`src/rtl/core/rpcd_pkg.sv`:
```
`timescale 1ns / 1ps
// ----------------------------------------------------------------------------
// rpcd_pkg
// Shared widths, codes and controller/datapath interface types of the
// rc pulse channel decoder.
// ----------------------------------------------------------------------------
package rpcd_pkg;

  localparam int TS_W      = 32;
  localparam int WIDTH_W   = 12;
  localparam int CNT_W     = 16;
  localparam int AMP_W     = 15;
  localparam int MODE_W    = 2;
  localparam int CMD_W     = 3;
  localparam int ZL_W      = 32;
  localparam int SCALE_W   = 32;
  localparam int VALUE_W   = 24;
  localparam int CFG_IDX_W = 1;
  localparam int CFG_DAT_W = 15;
  localparam int FRAC_BITS = 16;
  localparam int DIFF_W    = ZL_W + 2;
  localparam int PROD_W    = 2 * SCALE_W;

  localparam int DIV_W     = 32;
  localparam int DIV_STEPS = DIV_W;
  localparam int DIV_CNT_W = $clog2(DIV_STEPS);

  // width clamp rule
  localparam logic [WIDTH_W-1:0] WIDTH_LIMIT = 12'd2200;
  localparam logic [WIDTH_W-1:0] WIDTH_SUBST = 12'd1500;
  localparam logic [WIDTH_W-1:0] WIDTH_MIN_RST = WIDTH_SUBST;

  // amplitude / 10 as multiply by reciprocal, exact over the amplitude range
  localparam int DB_RECIP_W = 16;
  localparam logic [DB_RECIP_W-1:0] DB_RECIP = 16'd52429;
  localparam int DB_SHIFT   = 19;
  localparam int DB_PROD_W  = AMP_W + DB_RECIP_W;
  localparam int DB_W       = DB_PROD_W - DB_SHIFT;

  localparam logic [AMP_W-1:0] AMP_RST = 15'd500;

  // request commands
  localparam logic [CMD_W-1:0] CMD_PIN   = 3'd0;
  localparam logic [CMD_W-1:0] CMD_ADD   = 3'd1;
  localparam logic [CMD_W-1:0] CMD_AVG   = 3'd2;
  localparam logic [CMD_W-1:0] CMD_RANGE = 3'd3;
  localparam logic [CMD_W-1:0] CMD_COEF  = 3'd4;

  // channel modes
  localparam logic [MODE_W-1:0] MODE_PROP = 2'd0;
  localparam logic [MODE_W-1:0] MODE_SW2  = 2'd1;
  localparam logic [MODE_W-1:0] MODE_SW3  = 2'd2;

  // configuration register indexes
  localparam logic [CFG_IDX_W-1:0] CFG_IDX_MODE = 1'd0;
  localparam logic [CFG_IDX_W-1:0] CFG_IDX_AMP  = 1'd1;

  typedef enum logic [1:0] {
    DIV_TGT_AVG,
    DIV_TGT_ABOVE,
    DIV_TGT_BELOW
  } div_tgt_t;

  typedef struct packed {
    logic     load_in;
    logic     exec_simple;
    logic     div_start;
    logic     quot_wr;
    logic     quot_clr;
    div_tgt_t div_tgt;
    logic     t_load;
    logic     mul_load;
    logic     out_load;
  } ctrl_cmd_t;

  typedef struct packed {
    logic [CMD_W-1:0] item_cmd;
    logic             count_nz;
    logic             above_pos;
    logic             below_pos;
    logic             div_done;
    logic             out_free;
  } dp_status_t;

endpackage

```
`src/rtl/core/rpcd_div.sv`:
```
`timescale 1ns / 1ps
// ----------------------------------------------------------------------------
// rpcd_div
// Restoring unsigned divider, one quotient bit per cycle.
// ----------------------------------------------------------------------------
module rpcd_div (
  input  logic                       clk,
  input  logic                       rst_n,
  input  logic                       start,
  input  logic [rpcd_pkg::DIV_W-1:0] dividend,
  input  logic [rpcd_pkg::DIV_W-1:0] divisor,
  output logic                       done,
  output logic [rpcd_pkg::DIV_W-1:0] quotient
);

  logic                           busy_r;
  logic                           done_r;
  logic [rpcd_pkg::DIV_CNT_W-1:0] cnt_r;
  logic [rpcd_pkg::DIV_W-1:0]     num_r;
  logic [rpcd_pkg::DIV_W-1:0]     rem_r;
  logic [rpcd_pkg::DIV_W-1:0]     den_r;

  logic [rpcd_pkg::DIV_W:0]       rem_sh;
  logic                           ge;
  logic [rpcd_pkg::DIV_W:0]       rem_sub;
  logic [rpcd_pkg::DIV_W-1:0]     rem_nxt;
  logic [rpcd_pkg::DIV_W-1:0]     num_nxt;

  always_comb begin
    rem_sh  = {rem_r, num_r[rpcd_pkg::DIV_W-1]};
    ge      = rem_sh >= {1'b0, den_r};
    rem_sub = rem_sh - {1'b0, den_r};
    rem_nxt = ge ? rem_sub[rpcd_pkg::DIV_W-1:0] : rem_sh[rpcd_pkg::DIV_W-1:0];
    num_nxt = {num_r[rpcd_pkg::DIV_W-2:0], ge};
  end

  always_ff @(posedge clk) begin
    if (!rst_n) begin
      busy_r <= 1'b0;
      done_r <= 1'b0;
      cnt_r  <= '0;
    end else begin
      done_r <= 1'b0;
      if (start) begin
        busy_r <= 1'b1;
        cnt_r  <= '0;
      end else if (busy_r) begin
        cnt_r <= cnt_r + 1'b1;
        if (cnt_r == rpcd_pkg::DIV_CNT_W'(rpcd_pkg::DIV_STEPS - 1)) begin
          busy_r <= 1'b0;
          done_r <= 1'b1;
        end
      end
    end
  end

  always_ff @(posedge clk) begin
    if (start) begin
      num_r <= dividend;
      den_r <= divisor;
      rem_r <= '0;
    end else if (busy_r) begin
      num_r <= num_nxt;
      rem_r <= rem_nxt;
    end
  end

  assign done     = done_r;
  assign quotient = num_r;

endmodule

```
`src/rtl/core/rpcd_dp.sv`:
```
`timescale 1ns / 1ps
// ----------------------------------------------------------------------------
// rpcd_dp
// Datapath: request registers, channel state, shared divider, value
// arithmetic and the output register.
// ----------------------------------------------------------------------------
module rpcd_dp (
  input  logic                                 clk,
  input  logic                                 rst_n,
  input  rpcd_pkg::ctrl_cmd_t                  cmd,
  output rpcd_pkg::dp_status_t                 status,
  input  logic [rpcd_pkg::CMD_W-1:0]           in_command,
  input  logic                                 in_pin_level,
  input  logic [rpcd_pkg::TS_W-1:0]            in_timestamp_us,
  input  logic [rpcd_pkg::CNT_W-1:0]           in_sample_count,
  input  logic                                 cfg_wr_en,
  input  logic [rpcd_pkg::CFG_IDX_W-1:0]       cfg_index,
  input  logic [rpcd_pkg::CFG_DAT_W-1:0]       cfg_data,
  output logic                                 out_valid,
  input  logic                                 out_stall,
  output logic [rpcd_pkg::WIDTH_W-1:0]         out_pulse_width,
  output logic signed [rpcd_pkg::VALUE_W-1:0]  out_value_q8,
  output logic                                 out_value_valid
);

  // request registers
  logic [rpcd_pkg::CMD_W-1:0]   cmd_r;
  logic                         level_r;
  logic [rpcd_pkg::TS_W-1:0]    ts_r;
  logic [rpcd_pkg::CNT_W-1:0]   count_r;

  // configuration
  logic [rpcd_pkg::MODE_W-1:0]  mode_r;
  logic [rpcd_pkg::AMP_W-1:0]   amp_r;

  // channel state
  logic [rpcd_pkg::TS_W-1:0]    rise_time_r;
  logic [rpcd_pkg::WIDTH_W-1:0] width_latest_r;
  logic [rpcd_pkg::ZL_W-1:0]    zero_level_r;
  logic [rpcd_pkg::WIDTH_W-1:0] width_min_r;
  logic [rpcd_pkg::WIDTH_W-1:0] width_max_r;
  logic [rpcd_pkg::SCALE_W-1:0] scale_above_r;
  logic [rpcd_pkg::SCALE_W-1:0] scale_below_r;

  // value pipeline
  logic signed [rpcd_pkg::DIFF_W-1:0] t_r;
  logic [rpcd_pkg::PROD_W-1:0]        prod_r;

  // output register
  logic                                out_valid_r;
  logic [rpcd_pkg::WIDTH_W-1:0]        out_width_r;
  logic signed [rpcd_pkg::VALUE_W-1:0] out_value_r;
  logic                                out_vv_r;

  logic [15:0]                   raw_w;
  logic [rpcd_pkg::WIDTH_W-1:0]  meas_w;
  logic [rpcd_pkg::ZL_W:0]       d_above;
  logic [rpcd_pkg::ZL_W:0]       d_below;
  logic [rpcd_pkg::DIV_W-1:0]    div_dividend;
  logic [rpcd_pkg::DIV_W-1:0]    div_divisor;
  logic                          div_done;
  logic [rpcd_pkg::DIV_W-1:0]    div_quot;
  logic [rpcd_pkg::SCALE_W-1:0]  quot_val;

  logic signed [rpcd_pkg::DIFF_W-1:0] t_nxt;
  logic signed [rpcd_pkg::DIFF_W-1:0] t_neg;
  logic                               t_is_neg;
  logic [rpcd_pkg::SCALE_W-1:0]       mag;
  logic [rpcd_pkg::SCALE_W-1:0]       scale_sel;

  logic [rpcd_pkg::DB_PROD_W-1:0]     db_prod;
  logic [rpcd_pkg::DB_W-1:0]          deadband;
  logic signed [rpcd_pkg::DIFF_W-1:0] db_s;
  logic [rpcd_pkg::VALUE_W-1:0]       amp_q8;
  logic [rpcd_pkg::VALUE_W-1:0]       prop_mag;
  logic                               prop_big;
  logic [rpcd_pkg::VALUE_W-1:0]       value_nxt;
  logic                               vv_nxt;

  // pulse width and divider operands
  always_comb begin
    raw_w  = 16'(ts_r - rise_time_r);
    meas_w = (raw_w > {4'b0, rpcd_pkg::WIDTH_LIMIT}) ? rpcd_pkg::WIDTH_SUBST
                                                     : raw_w[rpcd_pkg::WIDTH_W-1:0];
    d_above = {21'b0, width_max_r} - {1'b0, zero_level_r};
    d_below = {1'b0, zero_level_r} - {21'b0, width_min_r};
    div_dividend = '0;
    div_divisor  = '0;
    unique case (cmd.div_tgt)
      rpcd_pkg::DIV_TGT_AVG: begin
        div_dividend = zero_level_r;
        div_divisor  = {16'b0, count_r};
      end
      rpcd_pkg::DIV_TGT_ABOVE: begin
        div_dividend = {1'b0, amp_r, {rpcd_pkg::FRAC_BITS{1'b0}}};
        div_divisor  = d_above[rpcd_pkg::DIV_W-1:0];
      end
      rpcd_pkg::DIV_TGT_BELOW: begin
        div_dividend = {1'b0, amp_r, {rpcd_pkg::FRAC_BITS{1'b0}}};
        div_divisor  = d_below[rpcd_pkg::DIV_W-1:0];
      end
      default: begin
        div_dividend = '0;
        div_divisor  = '0;
      end
    endcase
    quot_val = cmd.quot_clr ? '0 : div_quot;
  end

  rpcd_div u_div (
    .clk      (clk),
    .rst_n    (rst_n),
    .start    (cmd.div_start),
    .dividend (div_dividend),
    .divisor  (div_divisor),
    .done     (div_done),
    .quotient (div_quot)
  );

  // signed difference and proportional operands
  always_comb begin
    t_nxt    = $signed({22'b0, width_latest_r}) - $signed({2'b0, zero_level_r});
    t_is_neg = t_r[rpcd_pkg::DIFF_W-1];
    t_neg    = -t_r;
    // very negative difference is limited to -2^31
    if (t_is_neg && (t_neg > $signed(34'h0_8000_0000))) begin
      mag = 32'h8000_0000;
    end else if (t_is_neg) begin
      mag = t_neg[rpcd_pkg::SCALE_W-1:0];
    end else begin
      mag = t_r[rpcd_pkg::SCALE_W-1:0];
    end
    scale_sel = t_is_neg ? scale_below_r : scale_above_r;
  end

  // result value
  always_comb begin
    db_prod  = {{rpcd_pkg::DB_RECIP_W{1'b0}}, amp_r} *
               {{rpcd_pkg::AMP_W{1'b0}}, rpcd_pkg::DB_RECIP};
    deadband = db_prod[rpcd_pkg::DB_PROD_W-1:rpcd_pkg::DB_SHIFT];
    db_s     = $signed({{(rpcd_pkg::DIFF_W - rpcd_pkg::DB_W){1'b0}}, deadband});
    amp_q8   = {1'b0, amp_r, 8'b0};
    // product of 2^31 or more saturates after the q16 to q8 shift
    prop_big = |prod_r[rpcd_pkg::PROD_W-1:31];
    prop_mag = {1'b0, prod_r[30:8]};
    vv_nxt   = 1'b1;
    value_nxt = '0;
    unique case (mode_r)
      rpcd_pkg::MODE_PROP: begin
        if (t_is_neg) begin
          value_nxt = prop_big ? 24'h80_0000 : -prop_mag;
        end else begin
          value_nxt = prop_big ? 24'h7F_FFFF : prop_mag;
        end
      end
      rpcd_pkg::MODE_SW2: begin
        value_nxt = t_is_neg ? -amp_q8 : amp_q8;
      end
      rpcd_pkg::MODE_SW3: begin
        if (t_r > db_s) begin
          value_nxt = amp_q8;
        end else if (t_r < -db_s) begin
          value_nxt = -amp_q8;
        end else begin
          value_nxt = '0;
        end
      end
      default: begin
        vv_nxt    = 1'b0;
        value_nxt = '0;
      end
    endcase
  end

  // configuration and channel state
  always_ff @(posedge clk) begin
    if (!rst_n) begin
      mode_r         <= rpcd_pkg::MODE_PROP;
      amp_r          <= rpcd_pkg::AMP_RST;
      rise_time_r    <= '0;
      width_latest_r <= '0;
      zero_level_r   <= '0;
      width_min_r    <= rpcd_pkg::WIDTH_MIN_RST;
      width_max_r    <= '0;
      scale_above_r  <= '0;
      scale_below_r  <= '0;
    end else begin
      if (cfg_wr_en) begin
        unique case (cfg_index)
          rpcd_pkg::CFG_IDX_MODE: mode_r <= cfg_data[rpcd_pkg::MODE_W-1:0];
          rpcd_pkg::CFG_IDX_AMP:  amp_r  <= cfg_data[rpcd_pkg::AMP_W-1:0];
          default: ;
        endcase
      end
      if (cmd.exec_simple) begin
        case (cmd_r)
          rpcd_pkg::CMD_PIN: begin
            if (level_r) begin
              rise_time_r <= ts_r;
            end else begin
              width_latest_r <= meas_w;
            end
          end
          rpcd_pkg::CMD_ADD: begin
            zero_level_r <= zero_level_r + {20'b0, width_latest_r};
          end
          rpcd_pkg::CMD_RANGE: begin
            if (width_latest_r > width_max_r) begin
              width_max_r <= width_latest_r;
            end
            if (width_latest_r < width_min_r) begin
              width_min_r <= width_latest_r;
            end
          end
          default: ;
        endcase
      end
      if (cmd.quot_wr || cmd.quot_clr) begin
        unique case (cmd.div_tgt)
          rpcd_pkg::DIV_TGT_AVG:   zero_level_r  <= quot_val;
          rpcd_pkg::DIV_TGT_ABOVE: scale_above_r <= quot_val;
          rpcd_pkg::DIV_TGT_BELOW: scale_below_r <= quot_val;
          default: ;
        endcase
      end
    end
  end

  // request capture, value pipeline and output data registers
  always_ff @(posedge clk) begin
    if (cmd.load_in) begin
      cmd_r   <= in_command;
      level_r <= in_pin_level;
      ts_r    <= in_timestamp_us;
      count_r <= in_sample_count;
    end
    if (cmd.t_load) begin
      t_r <= t_nxt;
    end
    if (cmd.mul_load) begin
      prod_r <= {32'b0, mag} * {32'b0, scale_sel};
    end
    if (cmd.out_load) begin
      out_width_r <= width_latest_r;
      out_value_r <= value_nxt;
      out_vv_r    <= vv_nxt;
    end
  end

  always_ff @(posedge clk) begin
    if (!rst_n) begin
      out_valid_r <= 1'b0;
    end else if (cmd.out_load) begin
      out_valid_r <= 1'b1;
    end else if (!out_stall) begin
      out_valid_r <= 1'b0;
    end
  end

  always_comb begin
    status.item_cmd  = cmd_r;
    status.count_nz  = |count_r;
    status.above_pos = !d_above[rpcd_pkg::ZL_W] && (|d_above);
    status.below_pos = !d_below[rpcd_pkg::ZL_W] && (|d_below);
    status.div_done  = div_done;
    status.out_free  = !out_valid_r || !out_stall;
  end

  assign out_valid       = out_valid_r;
  assign out_pulse_width = out_width_r;
  assign out_value_q8    = out_value_r;
  assign out_value_valid = out_vv_r;

endmodule

```
`src/rtl/core/rpcd_ctrl.sv`:
```
`timescale 1ns / 1ps
// ----------------------------------------------------------------------------
// rpcd_ctrl
// Controller: sequences each request through execute, divide (average and
// coefficient requests, where needed), value and result steps of the datapath.
// ----------------------------------------------------------------------------
module rpcd_ctrl (
  input  logic                 clk,
  input  logic                 rst_n,
  input  logic                 in_valid,
  output logic                 in_stall,
  input  rpcd_pkg::dp_status_t status,
  output rpcd_pkg::ctrl_cmd_t  cmd
);

  typedef enum logic [3:0] {
    S_IDLE,
    S_EXEC,
    S_WAIT_AVG,
    S_COEF_A,
    S_WAIT_A,
    S_COEF_B,
    S_WAIT_B,
    S_TDIFF,
    S_MUL,
    S_RESULT
  } state_t;

  state_t state_r;
  state_t state_nxt;

  always_comb begin
    state_nxt = state_r;
    cmd       = '0;
    cmd.div_tgt = rpcd_pkg::DIV_TGT_AVG;
    unique case (state_r)
      S_IDLE: begin
        if (in_valid) begin
          cmd.load_in = 1'b1;
          state_nxt   = S_EXEC;
        end
      end
      S_EXEC: begin
        unique case (status.item_cmd)
          rpcd_pkg::CMD_AVG: begin
            if (status.count_nz) begin
              cmd.div_start = 1'b1;
              state_nxt     = S_WAIT_AVG;
            end else begin
              state_nxt = S_TDIFF;
            end
          end
          rpcd_pkg::CMD_COEF: begin
            state_nxt = S_COEF_A;
          end
          default: begin
            cmd.exec_simple = 1'b1;
            state_nxt       = S_TDIFF;
          end
        endcase
      end
      S_WAIT_AVG: begin
        if (status.div_done) begin
          cmd.quot_wr = 1'b1;
          state_nxt   = S_TDIFF;
        end
      end
      S_COEF_A: begin
        cmd.div_tgt = rpcd_pkg::DIV_TGT_ABOVE;
        if (status.above_pos) begin
          cmd.div_start = 1'b1;
          state_nxt     = S_WAIT_A;
        end else begin
          cmd.quot_clr = 1'b1;
          state_nxt    = S_COEF_B;
        end
      end
      S_WAIT_A: begin
        cmd.div_tgt = rpcd_pkg::DIV_TGT_ABOVE;
        if (status.div_done) begin
          cmd.quot_wr = 1'b1;
          state_nxt   = S_COEF_B;
        end
      end
      S_COEF_B: begin
        cmd.div_tgt = rpcd_pkg::DIV_TGT_BELOW;
        if (status.below_pos) begin
          cmd.div_start = 1'b1;
          state_nxt     = S_WAIT_B;
        end else begin
          cmd.quot_clr = 1'b1;
          state_nxt    = S_TDIFF;
        end
      end
      S_WAIT_B: begin
        cmd.div_tgt = rpcd_pkg::DIV_TGT_BELOW;
        if (status.div_done) begin
          cmd.quot_wr = 1'b1;
          state_nxt   = S_TDIFF;
        end
      end
      S_TDIFF: begin
        cmd.t_load = 1'b1;
        state_nxt  = S_MUL;
      end
      S_MUL: begin
        cmd.mul_load = 1'b1;
        state_nxt    = S_RESULT;
      end
      S_RESULT: begin
        // wait for the output register to free up
        if (status.out_free) begin
          cmd.out_load = 1'b1;
          state_nxt    = S_IDLE;
        end
      end
      default: begin
        state_nxt = S_IDLE;
      end
    endcase
  end

  always_ff @(posedge clk) begin
    if (!rst_n) begin
      state_r <= S_IDLE;
    end else begin
      state_r <= state_nxt;
    end
  end

  assign in_stall = (state_r != S_IDLE);

endmodule

```
`src/rtl/core/rc_pulse_channel_decoder_unit.sv`:
```
`timescale 1ns / 1ps
// sequence: out_valid rises after a request passes the execute, time difference, multiply
//   and result states, with divider waits for nonzero-count averages and positive ranges
// throughput: one request at a time, next one taken the cycle after its result is loaded;
//   the result state holds while out_stall blocks a pending output
// reset: synchronous active low, clears control, resets config and calibration registers
// ----------------------------------------------------------------------------
// rc_pulse_channel_decoder_unit
// Rc servo pulse width decoder with calibration and q8 channel value.
// ----------------------------------------------------------------------------
module rc_pulse_channel_decoder_unit (
  input  logic                                 clk,
  input  logic                                 rst_n,
  input  logic                                 in_valid,
  output logic                                 in_stall,
  input  logic [rpcd_pkg::CMD_W-1:0]           in_command,
  input  logic                                 in_pin_level,
  input  logic [rpcd_pkg::TS_W-1:0]            in_timestamp_us,
  input  logic [rpcd_pkg::CNT_W-1:0]           in_sample_count,
  output logic                                 out_valid,
  input  logic                                 out_stall,
  output logic [rpcd_pkg::WIDTH_W-1:0]         out_pulse_width,
  output logic signed [rpcd_pkg::VALUE_W-1:0]  out_value_q8,
  output logic                                 out_value_valid,
  input  logic                                 cfg_wr_en,
  input  logic [rpcd_pkg::CFG_IDX_W-1:0]       cfg_index,
  input  logic [rpcd_pkg::CFG_DAT_W-1:0]       cfg_data
);

  rpcd_pkg::ctrl_cmd_t  cmd;
  rpcd_pkg::dp_status_t status;

  rpcd_ctrl u_ctrl (
    .clk      (clk),
    .rst_n    (rst_n),
    .in_valid (in_valid),
    .in_stall (in_stall),
    .status   (status),
    .cmd      (cmd)
  );

  rpcd_dp u_dp (
    .clk             (clk),
    .rst_n           (rst_n),
    .cmd             (cmd),
    .status          (status),
    .in_command      (in_command),
    .in_pin_level    (in_pin_level),
    .in_timestamp_us (in_timestamp_us),
    .in_sample_count (in_sample_count),
    .cfg_wr_en       (cfg_wr_en),
    .cfg_index       (cfg_index),
    .cfg_data        (cfg_data),
    .out_valid       (out_valid),
    .out_stall       (out_stall),
    .out_pulse_width (out_pulse_width),
    .out_value_q8    (out_value_q8),
    .out_value_valid (out_value_valid)
  );

endmodule
```
`config.mk`:
```
export PLATFORM = sky130hd
export DESIGN_NAME = rc_pulse_channel_decoder_unit
export DESIGN_NICKNAME = d
export VERILOG_FILES = /design/src/rtl/core/rpcd_pkg.sv /design/src/rtl/core/rpcd_div.sv /design/src/rtl/core/rpcd_dp.sv /design/src/rtl/core/rpcd_ctrl.sv /design/src/rtl/core/rc_pulse_channel_decoder_unit.sv
export SDC_FILE = /design/constraint.sdc
export NUM_CORES = 2
export LEC_CHECK = 0
export BUFFER_PORTS_ARGS = -buffer_cell sky130_fd_sc_hd__buf_2
export CORE_MARGIN = 8
export CORE_UTILIZATION = 44
export DETAILED_ROUTE_END_ITERATION = 12
export SKIP_CTS_REPAIR_TIMING = 1
export SLEW_MARGIN = 0
export SYNTH_ARGS = -nofsm -noshare
export SYNTH_HDL_FRONTEND = slang
export SYNTH_SLANG_ARGS = --single-unit
```
`constraint.sdc`:
```
create_clock -name clk -period 25.5 [get_ports clk]
set_input_delay 3.825 -clock clk [delete_from_list [all_inputs] [get_ports clk]]
set_output_delay 3.825 -clock clk [all_outputs]
set_load 0.02 [all_outputs]
```
==> results.yml <==
run_status:
  status: "complete, no violations"
route:
  wl_mm: 197
  ant_nets: 0
  drt_iter0_drc: 4235
  vias: 49300
  vias_per_cell: 5.56
  wire_per_inst_um: 22.2
  drcViolationCount: 0
  firstDrtPassIters: 9
pwr:
  powerDensity_nw_per_um2: 45.8
  ir_drop_uv: 68.2
  p_leak_nw: 31.8
sta:
  period_share_pct: 51.6
  skew_ps: 44.9
  slew_violations: 0
  slew-limit-headroom_pct: 17.2
  setup_viol: 0
  fmax_mhz: 76.0
  timing.final.ws_setup_ps: 12340
  finalSetupTns_ps: 0
  hold_viol: 0
  rsz0062_at_grt: "false"
  layout_min_cycle_time_ps: 13160
  worst_slew_pin_slew_ps: 1240
  hold_ws_ps: 454
critical_path:
  slowest_delay_ps: 940
  crit_family: "adder cells"
  worstPathRequired_ps: 25870
  end_kind: "flop"
  crit_fanout: 72
  criticalPathCategory: "reg2reg"
  start_kind: "flop"
  crit_slowest_cell: "nor2_1"
  crit_path_frequent_cell: "fa_1"
  crit_buf_inv: 8
  crit_arrival_ps: 13530
floorplanning:
  dieArea_um2: 155000
  die_h_um: 394
  initial_core_util_pct: 44.4
  core_um2: 142000
  rows: 138
  io_pins: 112
  die_x_um: 394
clocking:
  clockBufferDepth: 3
  cts_tree: "built"
  cts_buffers: 51
  cts.sink_count: 435
  clk_latency_ps: 650
  cts_root_buffer: "clkbuf_16"
  htreeDepth: 2
  clk_pin_slew_ps: 70
placement:
  pre_cts_ws_ps: 12610
  gp_congestion: 0.966
  place.port_buffers: 95
  dpl.hpwl_mm: 153
  post-place-cells: 8775
synth:
  syn_area_per_cell_um2: 8.94
  synth_ff_type: "edfxtp_1"
  synth_cell_type_count: 104
  synthesis.nets: 8618
  synth_cells: 7027
  ys_warn_count: 0
  async_flop_share_pct: 0
  synth-edff-count: 226
  ys_ff_latch: 435
  synth_sequential_area_ratio_pct: 17.5
  syn_area_um2: 62800
grt:
  grt_pass1_wl_mm: 304
  antenna_found_initial: 3
  grt_usage_pct: 25.1
  grt_overflow: 0
  grt_max_degree: 147
  grt_pass1_vias: 50700
final_layout:
  finalNonFillerCells: 8872
  final_util_pct: 47.5
  syn2layout_area_growth_pct: 7.11
  nets: 8529
  nFillCells: 13700
  drive_above_1_share_pct: 6.47
min_path:
  hold_path.class: "reg2reg"
flow_run:
  maxCapViolCount: 0
==> synthesized netlist by cell type, types with 33 or more instances <==
cell	count	share of area, %
nor2b_1	61	0.61
nor2_1	880	5.3
nor3_1	58	0.46
nor4_1	38	0.38
or3_1	37	0.37
nand3_1	39	0.31
dfxtp_1	209	6.7
nand2b_1	39	0.39
edfxtp_1	226	11
clkbuf_1	332	2.0
o21a_1	33	0.39
ha_1	558	11
nand2_1	757	4.5
fa_1	960	31
a21oi_1	238	1.9
a21o_1	110	1.3
o21ai_0	211	1.7
xor2_1	98	1.4
inv_1	1192	7.1
a22o_1	79	1.1
xnor2_1	165	2.3
or2_2	43	0.43
mux2i_1	88	1.4
and3_1	33	0.33
nand4_1	44	0.44
==> state kept, by name (all words and copies together) (netlist names), 24 cells and up <==
| signal | count |
|---|---|
| u_dp.out_value_q8 | 24 |
| u_dp.prod_r | 56 |
| u_dp.u_div.quotient | 32 |
| u_dp.u_div.den_r | 32 |
| u_dp.zero_level_r | 32 |
| u_dp.t_r | 33 |
| u_dp.scale_above_r | 32 |
| u_dp.u_div.rem_r | 32 |
| u_dp.scale_below_r | 32 |
==> power breakdown <==
group	internal, W	switching (W)	leakage (nW)
Combinational	0.000541	0.000821	27.2
Sequential	0.000837	0.0000830	3.72
Clock	0.000464	0.000333	0.890
==> through the flow <==
step	cell area, um2	power, W
after floorplan	62800	0.00191
after global placement	65400	0.00226
after detailed placement	65400	0.00228
after CTS	67300	0.00309
after global routing	67300	0.00330
final	67300	0.00308
==> placed cells by master, fill, tap and decap left out, types with 43 or more instances in the layout <==
cell type / synthesis / layout
a22o_1: 79 / 79
edfxtp_1: 226 / 226
buf_2: 5 / 95
o21ai_0: 211 / 211
nor3_1: 58 / 58
a21oi_1: 238 / 234
fa_1: 960 / 960
clkbuf_16: 0 / 55
a21o_1: 110 / 109
nand2_1: 757 / 757
xnor2_1: 165 / 165
mux2i_1: 88 / 64
nand4_1: 44 / 44
buf_4: 0 / 113
nor2_1: 880 / 869
or2_2: 43 / 43
ha_1: 558 / 558
nor2b_1: 61 / 61
dfxtp_1: 209 / 208
xor2_1: 98 / 98
inv_1: 1192 / 1191
==> worst register-to-register path: cells and delay by family (launching register included) <==
family | cells | cell delay (ps)
XOR/XNOR | 1 | 160
AO/OA/AOI/OAI | 8 | 2420
adder cells (fa/ha/maj) | 10 | 4630
flip-flops | 1 | 630
AND/OR/NAND/NOR | 10 | 3700
buffers and inverters | 8 | 1330
==> cell type report <==
class / count / area, um2 / share of cell area (%)
clock inverters: 25 / 342 / 0.508
repair buffers: 209 / 1340 / 2.00
clock buffers: 71 / 1520 / 2.25
flip-flops and latches: 435 / 11000 / 16.3
well taps: 1890 / 2360 / 3.51
inverters: 1195 / 4490 / 6.67
multi-input cells: 5046 / 46300 / 68.7
diodes: 1 / 2.50 / 0.00372
==> path summary, 6_finish.rpt <==
kind	start	to	slack (ps)	cells past startpoint
min	u_dp.rise_time_r[10]	u_dp.rise_time_r[10]	450	2
max reg2reg	u_dp.t_r[0]	u_dp.prod_r[63]	12340	37
min reg2reg	u_dp.rise_time_r[10]	u_dp.rise_time_r[10]	450	2
max	u_dp.t_r[0]	u_dp.prod_r[63]	12340	37
==> routing by layer <==
| metal | vias up | routed length (um) | part of all wire, % | track usage (%) |
|---|---|---|---|---|
| li1 | 22300 | - | - | - |
| met4 | 2 | 9070 | 4.6 | 9.72 |
| met1 | 24800 | 83300 | 42 | 33.8 |
| met3 | 376 | 14400 | 7.3 | 4.00 |
| met2 | 1773 | 90300 | 46 | 40.6 |
| met5 | - | 13 | 0.0066 | 0 |
==> logic make-up after synthesis <==
kind of cell               count (synthesis)  share of synthesized area (%)
and+or+nand+nor                         2145                           15.0
DFF                                      435                           17.5
AOI/OAI and AO/OA                        985                           10.6
muxes                                    135                           2.24
xor gates and xnor gates                 263                           3.67
buffers and inverters                   1546                           9.27
adders and majority gates               1518                           41.7
No activity file was read; power rests on OpenSTA's default activity.
